`config.mk`:
```
export PLATFORM = sky130hd
export DESIGN_NAME = pdfsp_mul
export DESIGN_NICKNAME = d
export VERILOG_FILES = /design/src/hdl/pdfsp_pkg.sv /design/src/hdl/pdfsp_mul.sv
export SDC_FILE = /design/constraint.sdc
export NUM_CORES = 1
export LEC_CHECK = 0
export ABC_AREA = 1
export BUFFER_PORTS_ARGS = -buffer_cell sky130_fd_sc_hd__buf_2
export CAP_MARGIN = 15
export CORE_MARGIN = 2
export CORE_UTILIZATION = 40
export DETAILED_ROUTE_END_ITERATION = 8
export HOLD_SLACK_MARGIN = 0.15
export MAX_ROUTING_LAYER = met4
export PLACE_DENSITY = 0.64
export REMOVE_ABC_BUFFERS = 1
export SYNTH_ARGS = -nofsm -noshare
export SYNTH_HDL_FRONTEND = slang
export SYNTH_SLANG_ARGS = --single-unit
```
`constraint.sdc`:
```
create_clock -name clk -period 10.4 [get_ports clk]
set_input_delay 0.52 -clock clk [delete_from_list [all_inputs] [get_ports clk]]
set_output_delay 0.52 -clock clk [all_outputs]
set_load 0.02 [all_outputs]
```
`src/hdl/pdfsp_pkg.sv`:
```
// ----------------------------------------------------------------------------
// pdfsp_pkg
// Widths, codes and unit handshake types of the PWM duty and sample player.
// ----------------------------------------------------------------------------
package pdfsp_pkg;

  localparam int PERIOD_W  = 27;
  localparam int VALUE_W   = 32;
  localparam int OP_W      = 3;
  localparam int STATUS_W  = 3;
  localparam int BYTE_W    = 8;
  localparam int PCT_W     = 7;

  // Serial arithmetic units
  localparam int MUL_W     = PERIOD_W + 1;
  localparam int PROD_W    = 2 * MUL_W;
  localparam int DIVISOR_W = PERIOD_W + 1;
  localparam int STEP_W    = $clog2(PROD_W + 1);

  localparam int DEF_SAMPLE_DEPTH = 4096;
  localparam int DEF_AUDIO_PERIOD = 255;

  localparam logic [PERIOD_W-1:0] RESET_PERIOD      = 27'd255;
  localparam logic [PERIOD_W-1:0] RESET_DUTY        = 27'd127;
  localparam logic [PERIOD_W-1:0] RESET_TIMER_CLOCK = 27'd10000000;
  localparam logic [PCT_W-1:0]    PCT_MAX           = 7'd100;

  typedef enum logic [OP_W-1:0] {
    OP_SET_DUTY = 3'd0,
    OP_SET_FREQ = 3'd1,
    OP_LOAD     = 3'd2,
    OP_START    = 3'd3,
    OP_STOP     = 3'd4,
    OP_TICK     = 3'd5
  } op_t;

  typedef enum logic [STATUS_W-1:0] {
    ST_OK          = 3'd0,
    ST_INVALID     = 3'd1,
    ST_BUSY        = 3'd2,
    ST_NO_SAMPLES  = 3'd3,
    ST_FULL        = 3'd4,
    ST_UNSUPPORTED = 3'd5
  } status_t;

  typedef struct packed {
    logic             start;
    logic [MUL_W-1:0] a;
    logic [MUL_W-1:0] b;
  } mul_req_t;

  typedef struct packed {
    logic              done;
    logic [PROD_W-1:0] product;
  } mul_rsp_t;

  typedef struct packed {
    logic                 start;
    logic [PROD_W-1:0]    dividend;
    logic [DIVISOR_W-1:0] divisor;
    logic [STEP_W-1:0]    steps;
  } div_req_t;

  typedef struct packed {
    logic              done;
    logic [PROD_W-1:0] quotient;
  } div_rsp_t;

endpackage

```
`src/hdl/pdfsp_mul.sv`:
```
// ----------------------------------------------------------------------------
// pdfsp_mul
// Shift-add multiplier retiring one multiplier bit per cycle.
// ----------------------------------------------------------------------------
module pdfsp_mul import pdfsp_pkg::*; (
  input  logic     clk,
  input  logic     rst,
  input  mul_req_t req,
  output mul_rsp_t rsp
);

  localparam int CNT_W = $clog2(MUL_W + 1);

  logic             busy;
  logic             done;
  logic [CNT_W-1:0] cnt;
  logic [MUL_W-1:0] a_reg;
  logic [MUL_W-1:0] hi;
  logic [MUL_W-1:0] lo;
  logic [MUL_W:0]   sum;

  assign sum = {1'b0, hi} + {1'b0, (lo[0] ? a_reg : '0)};

  always_ff @(posedge clk) begin
    if (rst) begin
      busy <= 1'b0;
      done <= 1'b0;
    end else begin
      done <= 1'b0;
      if (req.start) begin
        a_reg <= req.a;
        hi    <= '0;
        lo    <= req.b;
        cnt   <= CNT_W'(MUL_W);
        busy  <= 1'b1;
      end else if (busy) begin
        // add on the low bit, then shift the partial product right
        hi  <= sum[MUL_W:1];
        lo  <= {sum[0], lo[MUL_W-1:1]};
        cnt <= cnt - CNT_W'(1);
        if (cnt == CNT_W'(1)) begin
          busy <= 1'b0;
          done <= 1'b1;
        end
      end
    end
  end

  assign rsp.done    = done;
  assign rsp.product = {hi, lo};

endmodule

```
==> results.md <==
* Status: finished, final reports clean
* Post-CTS sizing at 0
* Slew Viols, Final at 0
* Worst EP required at 10.48 ns
* CP Capture Type: register
* Max VDD drop at 0.0000828 V
* First drt pass iteration count at 5
* Reg power frac at 44.3%
* Clock buffer depth at 2
* Avg Inst Size Synth at just under 8 um2
* Vias at roughly 4700
* Max Cap Viol at 0
* Vias per std cell at 4.58
* Crit start category: register
* Initial antenna violation count at 0
* Gate count of the mapped netlist at approximately 720
* Core area at between 10000 and 15000 um2
* PD cells at between 150 and 200 nW/um2
* Clk_lat worst skew at between 0.3 and 0.4 ns
* Syn. warnings at 0
* Slew margin rel. at a little under a third
* Clk_skew at 0.00782 ns
* Most frequent cells in the layout: nand2_1, inv_1, buf_2
* Cell chain of the critical path: nand2_1 > inv_1 > ha_1 > fa_1 > nand2_1 > nand3_1 > and2_1 > nand3b_1 > nand3_1 > a21oi_1 > nor2_1
* Net Sw Frac at between 20 and 30%
* TritonCTS Buffers at 9
* Antenna Nets Post-Route at 0
* Crit-path max FO at 29
* Top cell type's share of synthesized area at 47.9%
* Psw at about 290 uW
* Synth top area cells: edfxtp_1, nand2_1, inv_1
* Synth Cell Area at between 5000 and 6000 um2
* H-Tree Level Count at 3
* Cell area after layout at 6710 um2
* Die area at about 15000 um2
* Synth area leader: edfxtp_1
* Gate power share at between 20 and 25%
* Post-synthesis sequential area ratio at around half
* P_leak at approximately 0.0035 uW
* Fin Setup TNS at 0 ns
* Slowest Stage Delay on Critical Path at 0.81 ns
* Seq cells post-synth at 91
* Library cells used by synthesis at 34
* Antenna cells at 0
* Minimum clock period at ~2.9 ns
* Port Buffers at around 120
* Sink Count at between 90 and 100
* Hold slack final at approximately 0.34 ns
* Final-report hold violation count at 0
* Internal power at slightly above 700 uW
* FMAX at between 0.3 and 0.4 GHz
* Vias in the first global route at ~4500
* Total global-route track usage at 19.0%
* CP Class: register to register
* Fin crit share at between 20 and 30%
* Layout area overhead at 20.2%
* Largest net degree at the start of global routing at 54
* Dpl hpwl at 9.86 mm
* RSZ-0062 raised after global routing: no
* Clock transition at path regs at roughly 0.070 ns
* Tightest Pin Transition at approximately 1 ns
* Clock power frac at roughly a third
* Critical path arrival at between 2 and 3 ns
* Number of post-CTS setup repair buffers at 0
* Layout cell share with drive strength beyond 1 at around 18%
* First-pass GRT wire length at about 21 mm
* Initial Util at slightly above 40%
* Worst path slowest cell: edfxtp_1
* DRC at 0
* Count of final setup violators at 0
* Most common cell after layout, fill and taps aside: nand2_1
* Final GP Congestion at roughly 0.92
* Die Y at 122 um
* Initial DRC count at between 150 and 200
* Die width at around 120 um
* CTS root buffer: clkbuf_16
* Post-Route WL at 13.0 mm
* Hold WC Path Type: input port to register
* CTS hold repair buffers at 0
* Site Rows at 43
* GR Overflow Total at 0
* IO Count at 116
* TritonCTS clock tree: built
* Drt wl/cell at 12.7 um
* Dpl cell area at about 6300 um2
* Layout Nets at 926
==> power groups by stage <==
| stage | registers, uW | clock network (uW) | logic [uW] |
|---|---|---|---|
| 3_5_place_dp | 459 | 0 | 208 |
| 2_1_floorplan | 478 | 0 | 121 |
| 3_3_place_gp | 460 | 0 | 205 |
| 5_1_grt | 455 | 380 | 237 |
| 6_report | 451 | 360 | 209 |
| 4_1_cts | 452 | 367 | 209 |
==> metrics by stage <==
stage,cells,worst slack (ns),power [uW],util (%)
floorplan,706,5.37,600,-
CTS,1020,7.27,1030,48.5
detailed placement,1004,6.90,667,46.1
global placement,1004,6.97,665,46.1
global route,1021,7.22,1070,48.7
finish,1021,7.54,1020,48.7
==> synthesized netlist by cell type (all sizes together) <==
master	number
a21o	2
a21oi	36
and2	5
buf	5
clkbuf	8
clkinv	1
dfxtp	2
edfxtp	89
fa	1
ha	30
inv	123
nand2	296
nand3	21
nand3b	2
nor2	74
nor3	1
nor3b	1
nor4	1
o21a	2
o21ai	14
o21bai	3
or2	2
==> final cells by class <==
cell class	instances	area, um2
fill	1429	7070
sequential	91	2710
multi-input combinational	491	2350
timing repair buffer	119	626
inverter	124	465
clock buffer	11	243
tap	180	225
clock inverter	5	85.1
==> critical path: cells and delay by family, from the launching register on <==
kind	cells	cell delay, ns
and+or+nand+nor	7	0.88
DFF	1	0.81
adders and majority gates	2	0.65
AOI/OAI and AO/OA	1	0.18
buffers and inverters	1	0.05
==> layer usage <==
metal / global-route usage [%] / part of all wire (%)
met5: - / 0
met2: 30.5 / 46
met4: 5.96 / 1.3
met3: 4.68 / 6.3
met1: 23.6 / 46
==> worst paths after layout <==
| check | from | to | slack (ns) | cells after the start |
|---|---|---|---|---|
| min reg2reg | busy | done | 0.53 | 2 |
| max | lo[0] | hi[27] | 7.54 | 11 |
| max reg2reg | lo[0] | hi[27] | 7.54 | 11 |
| min | req[38] | a_reg[10] | 0.34 | 1 |
==> logic make-up after synthesis <==
kind of cell             count (synthesis)  synth area share [%]
AND/OR/NAND/NOR                        403                  29.2
AO/OA/AOI/OAI                           57                  5.56
flip-flops                              91                  48.6
adder cells (fa/ha/maj)                 31                  7.09
buffers and inverters                  137                  9.49
Note: power is estimated with default switching activity, not from simulation.
