$ cat src/hdl/pdfsp_pkg.sv
// ----------------------------------------------------------------------------
// pdfsp_pkg
// Widths, codes and unit handshake types of the PWM duty and sample player.
// ----------------------------------------------------------------------------
package pdfsp_pkg;

  localparam int PERIOD_W  = 27;
  localparam int VALUE_W   = 32;
  localparam int OP_W      = 3;
  localparam int STATUS_W  = 3;
  localparam int BYTE_W    = 8;
  localparam int PCT_W     = 7;

  // Serial arithmetic units
  localparam int MUL_W     = PERIOD_W + 1;
  localparam int PROD_W    = 2 * MUL_W;
  localparam int DIVISOR_W = PERIOD_W + 1;
  localparam int STEP_W    = $clog2(PROD_W + 1);

  localparam int DEF_SAMPLE_DEPTH = 4096;
  localparam int DEF_AUDIO_PERIOD = 255;

  localparam logic [PERIOD_W-1:0] RESET_PERIOD      = 27'd255;
  localparam logic [PERIOD_W-1:0] RESET_DUTY        = 27'd127;
  localparam logic [PERIOD_W-1:0] RESET_TIMER_CLOCK = 27'd10000000;
  localparam logic [PCT_W-1:0]    PCT_MAX           = 7'd100;

  typedef enum logic [OP_W-1:0] {
    OP_SET_DUTY = 3'd0,
    OP_SET_FREQ = 3'd1,
    OP_LOAD     = 3'd2,
    OP_START    = 3'd3,
    OP_STOP     = 3'd4,
    OP_TICK     = 3'd5
  } op_t;

  typedef enum logic [STATUS_W-1:0] {
    ST_OK          = 3'd0,
    ST_INVALID     = 3'd1,
    ST_BUSY        = 3'd2,
    ST_NO_SAMPLES  = 3'd3,
    ST_FULL        = 3'd4,
    ST_UNSUPPORTED = 3'd5
  } status_t;

  typedef struct packed {
    logic             start;
    logic [MUL_W-1:0] a;
    logic [MUL_W-1:0] b;
  } mul_req_t;

  typedef struct packed {
    logic              done;
    logic [PROD_W-1:0] product;
  } mul_rsp_t;

  typedef struct packed {
    logic                 start;
    logic [PROD_W-1:0]    dividend;
    logic [DIVISOR_W-1:0] divisor;
    logic [STEP_W-1:0]    steps;
  } div_req_t;

  typedef struct packed {
    logic              done;
    logic [PROD_W-1:0] quotient;
  } div_rsp_t;

endpackage

$ cat src/hdl/pdfsp_div.sv
// ----------------------------------------------------------------------------
// pdfsp_div
// Restoring divider producing one quotient bit per cycle.
// ----------------------------------------------------------------------------
module pdfsp_div import pdfsp_pkg::*; (
  input  logic     clk,
  input  logic     rst,
  input  div_req_t req,
  output div_rsp_t rsp
);

  logic                 busy;
  logic                 done;
  logic [STEP_W-1:0]    cnt;
  logic [DIVISOR_W-1:0] d_reg;
  logic [DIVISOR_W-1:0] rem;
  logic [PROD_W-1:0]    quo;
  logic [DIVISOR_W:0]   shifted;
  logic [DIVISOR_W:0]   diff;
  logic                 ge;

  // dividend enters left-aligned; its bits shift out as quotient bits shift in
  assign shifted = {rem, quo[PROD_W-1]};
  assign ge      = shifted >= {1'b0, d_reg};
  assign diff    = shifted - {1'b0, d_reg};

  always_ff @(posedge clk) begin
    if (rst) begin
      busy <= 1'b0;
      done <= 1'b0;
    end else begin
      done <= 1'b0;
      if (req.start) begin
        d_reg <= req.divisor;
        rem   <= '0;
        quo   <= req.dividend;
        cnt   <= req.steps;
        busy  <= 1'b1;
      end else if (busy) begin
        rem <= ge ? diff[DIVISOR_W-1:0] : shifted[DIVISOR_W-1:0];
        quo <= {quo[PROD_W-2:0], ge};
        cnt <= cnt - STEP_W'(1);
        if (cnt == STEP_W'(1)) begin
          busy <= 1'b0;
          done <= 1'b1;
        end
      end
    end
  end

  assign rsp.done     = done;
  assign rsp.quotient = quo;

endmodule

$ cat config.mk
export PLATFORM = sky130hd
export DESIGN_NAME = pdfsp_div
export DESIGN_NICKNAME = d
export VERILOG_FILES = /design/src/hdl/pdfsp_pkg.sv /design/src/hdl/pdfsp_div.sv
export SDC_FILE = /design/constraint.sdc
export NUM_CORES = 1
export LEC_CHECK = 0
export ABC_CLOCK_PERIOD_IN_PS = 6700
export BUFFER_PORTS_ARGS = -buffer_cell sky130_fd_sc_hd__buf_2
export CORE_UTILIZATION = 30
export CTS_CLUSTER_DIAMETER = 80
export CTS_CLUSTER_SIZE = 14
export DETAILED_ROUTE_END_ITERATION = 8
export PLACE_DENSITY_LB_ADDON = 0.05
export REMOVE_ABC_BUFFERS = 1
export SETUP_SLACK_MARGIN = 0.15
export SYNTH_ARGS = -nofsm -noshare
export SYNTH_HDL_FRONTEND = slang
export SYNTH_SLANG_ARGS = --single-unit
$ cat constraint.sdc
create_clock -name clk -period 6.7 [get_ports clk]
set_clock_uncertainty 0.1 [all_clocks]
set_input_delay 1.34 -clock clk [delete_from_list [all_inputs] [get_ports clk]]
set_output_delay 1.34 -clock clk [all_outputs]
set_load 0.01 [all_outputs]
==> metrics.md <==
| Metric | Value |
|---|---|
| CTS resizes | `0` |
| Compound-cell area share of the yosys netlist | `13.0%` |
| Top FF cell, synth | `edfxtp_1` |
| Tot GR Track Use | `14.9%` |
| Drt drc | `0` |
| # hold bufs at CTS | `0` |
| Sink Count | `120` |
| Most frequent cells in the layout | `148 x buf_2, 118 x edfxtp_1, 56 x mux2_2` |
| Worst min path class | `reg -> reg` |
| Initial Utilization | `30.9%` |
| CTS H-tree lvls | `4` |
| Mux share of post-synthesis cell area | `9.60%` |
| Distinct cells, synth | `57` |
| Asr flop ratio synth | `0%` |
| Clk pin slew, worst setup/hold paths | `0.06 ns` |
| CTS tree | `done` |
| Clk_lat worst skew | `0.42 ns` |
| RSZ-0062 raised after global routing | `no` |
| Largest net degree at the start of global routing | `58` |
| Setup CP Type | `reg -> reg` |
| Routed vias/inst | `4.87` |
| Core area | `0.0212 sq mm` |
| Fmax | `267 MHz` |
| Pre-antenna DRT Iters | `4` |
| Die height | `150 microns` |
| Ports | `150` |
| Largest register FFs | `56` |
| CP max FO | `26` |
| Worst slew pin tran | `1.21 ns` |
| Arrival @ worst endpoint | `3.81 ns` |
| Dpl cells | `947` |
| Finish-stage setup viols | `0` |
| Commonest non-fill, non-tap cell in the layout | `buf_2` |
| Nets | `815` |
| WL final | `16.0 mm` |
| Status | `completed` |
| Synthesized cell area | `0.00657 sq mm` |
| Lkg Pwr | `0.00329 uW` |
| CTS max path bufs | `2` |
| Total CTS buffers | `17` |
| Post-Synth XOR/XNOR Area | `3.07%` |
| Placer Congestion | `0.799` |
| Layout Cells excl Fill | `981` |
| Root Driver | `clkbuf_16` |
| Worst setup SP type | `flip-flop` |
| DP Wirelength | `11.1 mm` |
| Number of synthesis warnings | `0` |
| Flops & latches, synth | `120` |
| Grt ovf | `0` |
| Power Dens Cells | `283 mW/mm^2` |
| Mapped Cells | `544` |
| Number of global-route vias before repair | `4939` |
| Number of vias in the routed layout | `4778` |
| VDD IR max | `0.136 mV` |
| Max-slew headroom | `19.4%` |
| Simple-gate portion of the synthesized area | `9.53%` |
| Hold Vio Cnt, Final | `0` |
| First-pass GRT wire length | `25.7 mm` |
| TNS Setup | `0 ns` |
| Final ANT Viol Nets | `0` |
| Die area | `0.0225 sq mm` |
| Share of cells above drive strength 1 | `36.2%` |
| Number of flops mapped to enable cells by yosys | `118` |
| Initial DRC Count | `202` |
| WL per Instance | `16.3 microns` |
| Tmin final | `3.75 ns` |
| Die width | `150 microns` |
| Max cap viols | `0` |
| Fill count | `2126` |
| Final Cycle Share | `55.9%` |
| Worst Setup End Kind | `flip-flop` |
| Post-Synth Adder-Cell Area | `6.02%` |
| Seq/Total Area, Yosys | `54.6%` |
| Number of buffer cells added on primary ports | `149` |
| Largest family of logic cells by synthesized area | `compound AO/OA/AOI/OAI gates` |
| Design Power | `2320 uW` |
| Slew Viols, Final | `0` |
| Initial antenna violation count | `2` |
| Standard-cell row count | `53` |
| Critical Path RT | `6.77 ns` |
| Area Overhead vs Synth | `24.7%` |
| Synthesized area per cell | `12.1 sq um` |
| Setup Fix Bufs, Post-CTS | `0` |
-- metal layers --
metal | global-route usage [%] | wire, microns | share of wire (%) | up-vias
li1 | - | - | - | 2357
met4 | 4.24 | 64 | 0.40 | 0
met2 | 22.9 | 7420 | 46 | 116
met5 | 0 | 0 | 0 | -
met1 | 19.4 | 7460 | 47 | 2303
met3 | 5.73 | 1070 | 6.7 | 2
-- power by group --
part / leakage (uW) / switching [uW] / internal [uW]
combinational: 0.00187 / 262 / 205
sequential: 0.00114 / 27.9 / 903
clock: 0.000283 / 367 / 557
-- metrics by stage --
stage / hold WS, ns / utilization [%] / setup WS [ns] / area, sq um
global placement: 0.401 / 35.8 / 2.91 / 7600
finish: 0.420 / 38.6 / 2.95 / 8190
floorplan: 0.390 / - / 0.888 / 6430
detailed placement: 0.399 / 35.8 / 2.86 / 7600
CTS: 0.417 / 38.6 / 2.92 / 8190
global route: 0.429 / 38.6 / 2.71 / 8190
-- cell type report --
class                      count  area [sq um]  share of cell area, %
tap                          275           344                   4.20
inverter                      37           139                   1.70
clock buffer                  18           429                   5.24
multi-input combinational    359          2720                   33.2
sequential                   120          3580                   43.7
antenna                        2          5.00                 0.0611
timing repair buffer         156           813                   9.93
clock inverter                14           163                   1.99
-- worst max-delay path, cell delays in order, from the launching register on --
cell and delay [ns]:
edfxtp_1 0.39, ha_1 0.40, a41o_1 0.30, a221oi_2 0.32, nor2_1 0.11, a211oi_4 0.28
nand3_4 0.15, nand3_4 0.12, a21o_1 0.84, nand2_4 0.16, mux2_2 0.32
-- synth_stat cells (all sizes together) (3+ instances only) --
master	number	share of area, %
a211oi	7	0.99
a21o	13	1.5
a21oi	41	3.2
a221oi	3	0.50
a31oi	4	0.38
and2	5	0.48
and3	3	0.29
and4	3	0.40
buf	10	1.1
clkbuf	18	1.0
edfxtp	118	54
ha	30	5.7
inv	37	2.1
mux2	56	9.6
nand2	24	1.5
nand2b	3	0.29
nand3	36	3.1
nand4	3	0.29
nor2	17	0.97
nor2b	5	0.48
nor3	8	0.61
nor3b	4	0.46
o21a	4	0.46
o21ai	37	2.8
o22ai	3	0.29
xnor2	16	2.1
xor2	7	0.93
-- cells by family (layout without fill, tap and decap cells) --
group / count (synthesis) / after routing
other: 0 / 2
and+or+nand+nor: 117 / 117
xor gates and xnor gates: 23 / 23
DFF: 120 / 120
muxes: 56 / 56
buffers and inverters: 65 / 225
adders and majority gates: 31 / 31
AOI/OAI and AO/OA: 132 / 132
-- final timing paths --
check	start	to	slack [ns]	cells after the start
setup / recovery	rem[8]	quo[0]	2.95	10
hold / removal	busy	done	0.42	1
setup reg to reg	rem[8]	quo[0]	2.95	10
hold reg to reg	busy	done	0.42	1
Note: power is estimated with default switching activity, not from simulation.
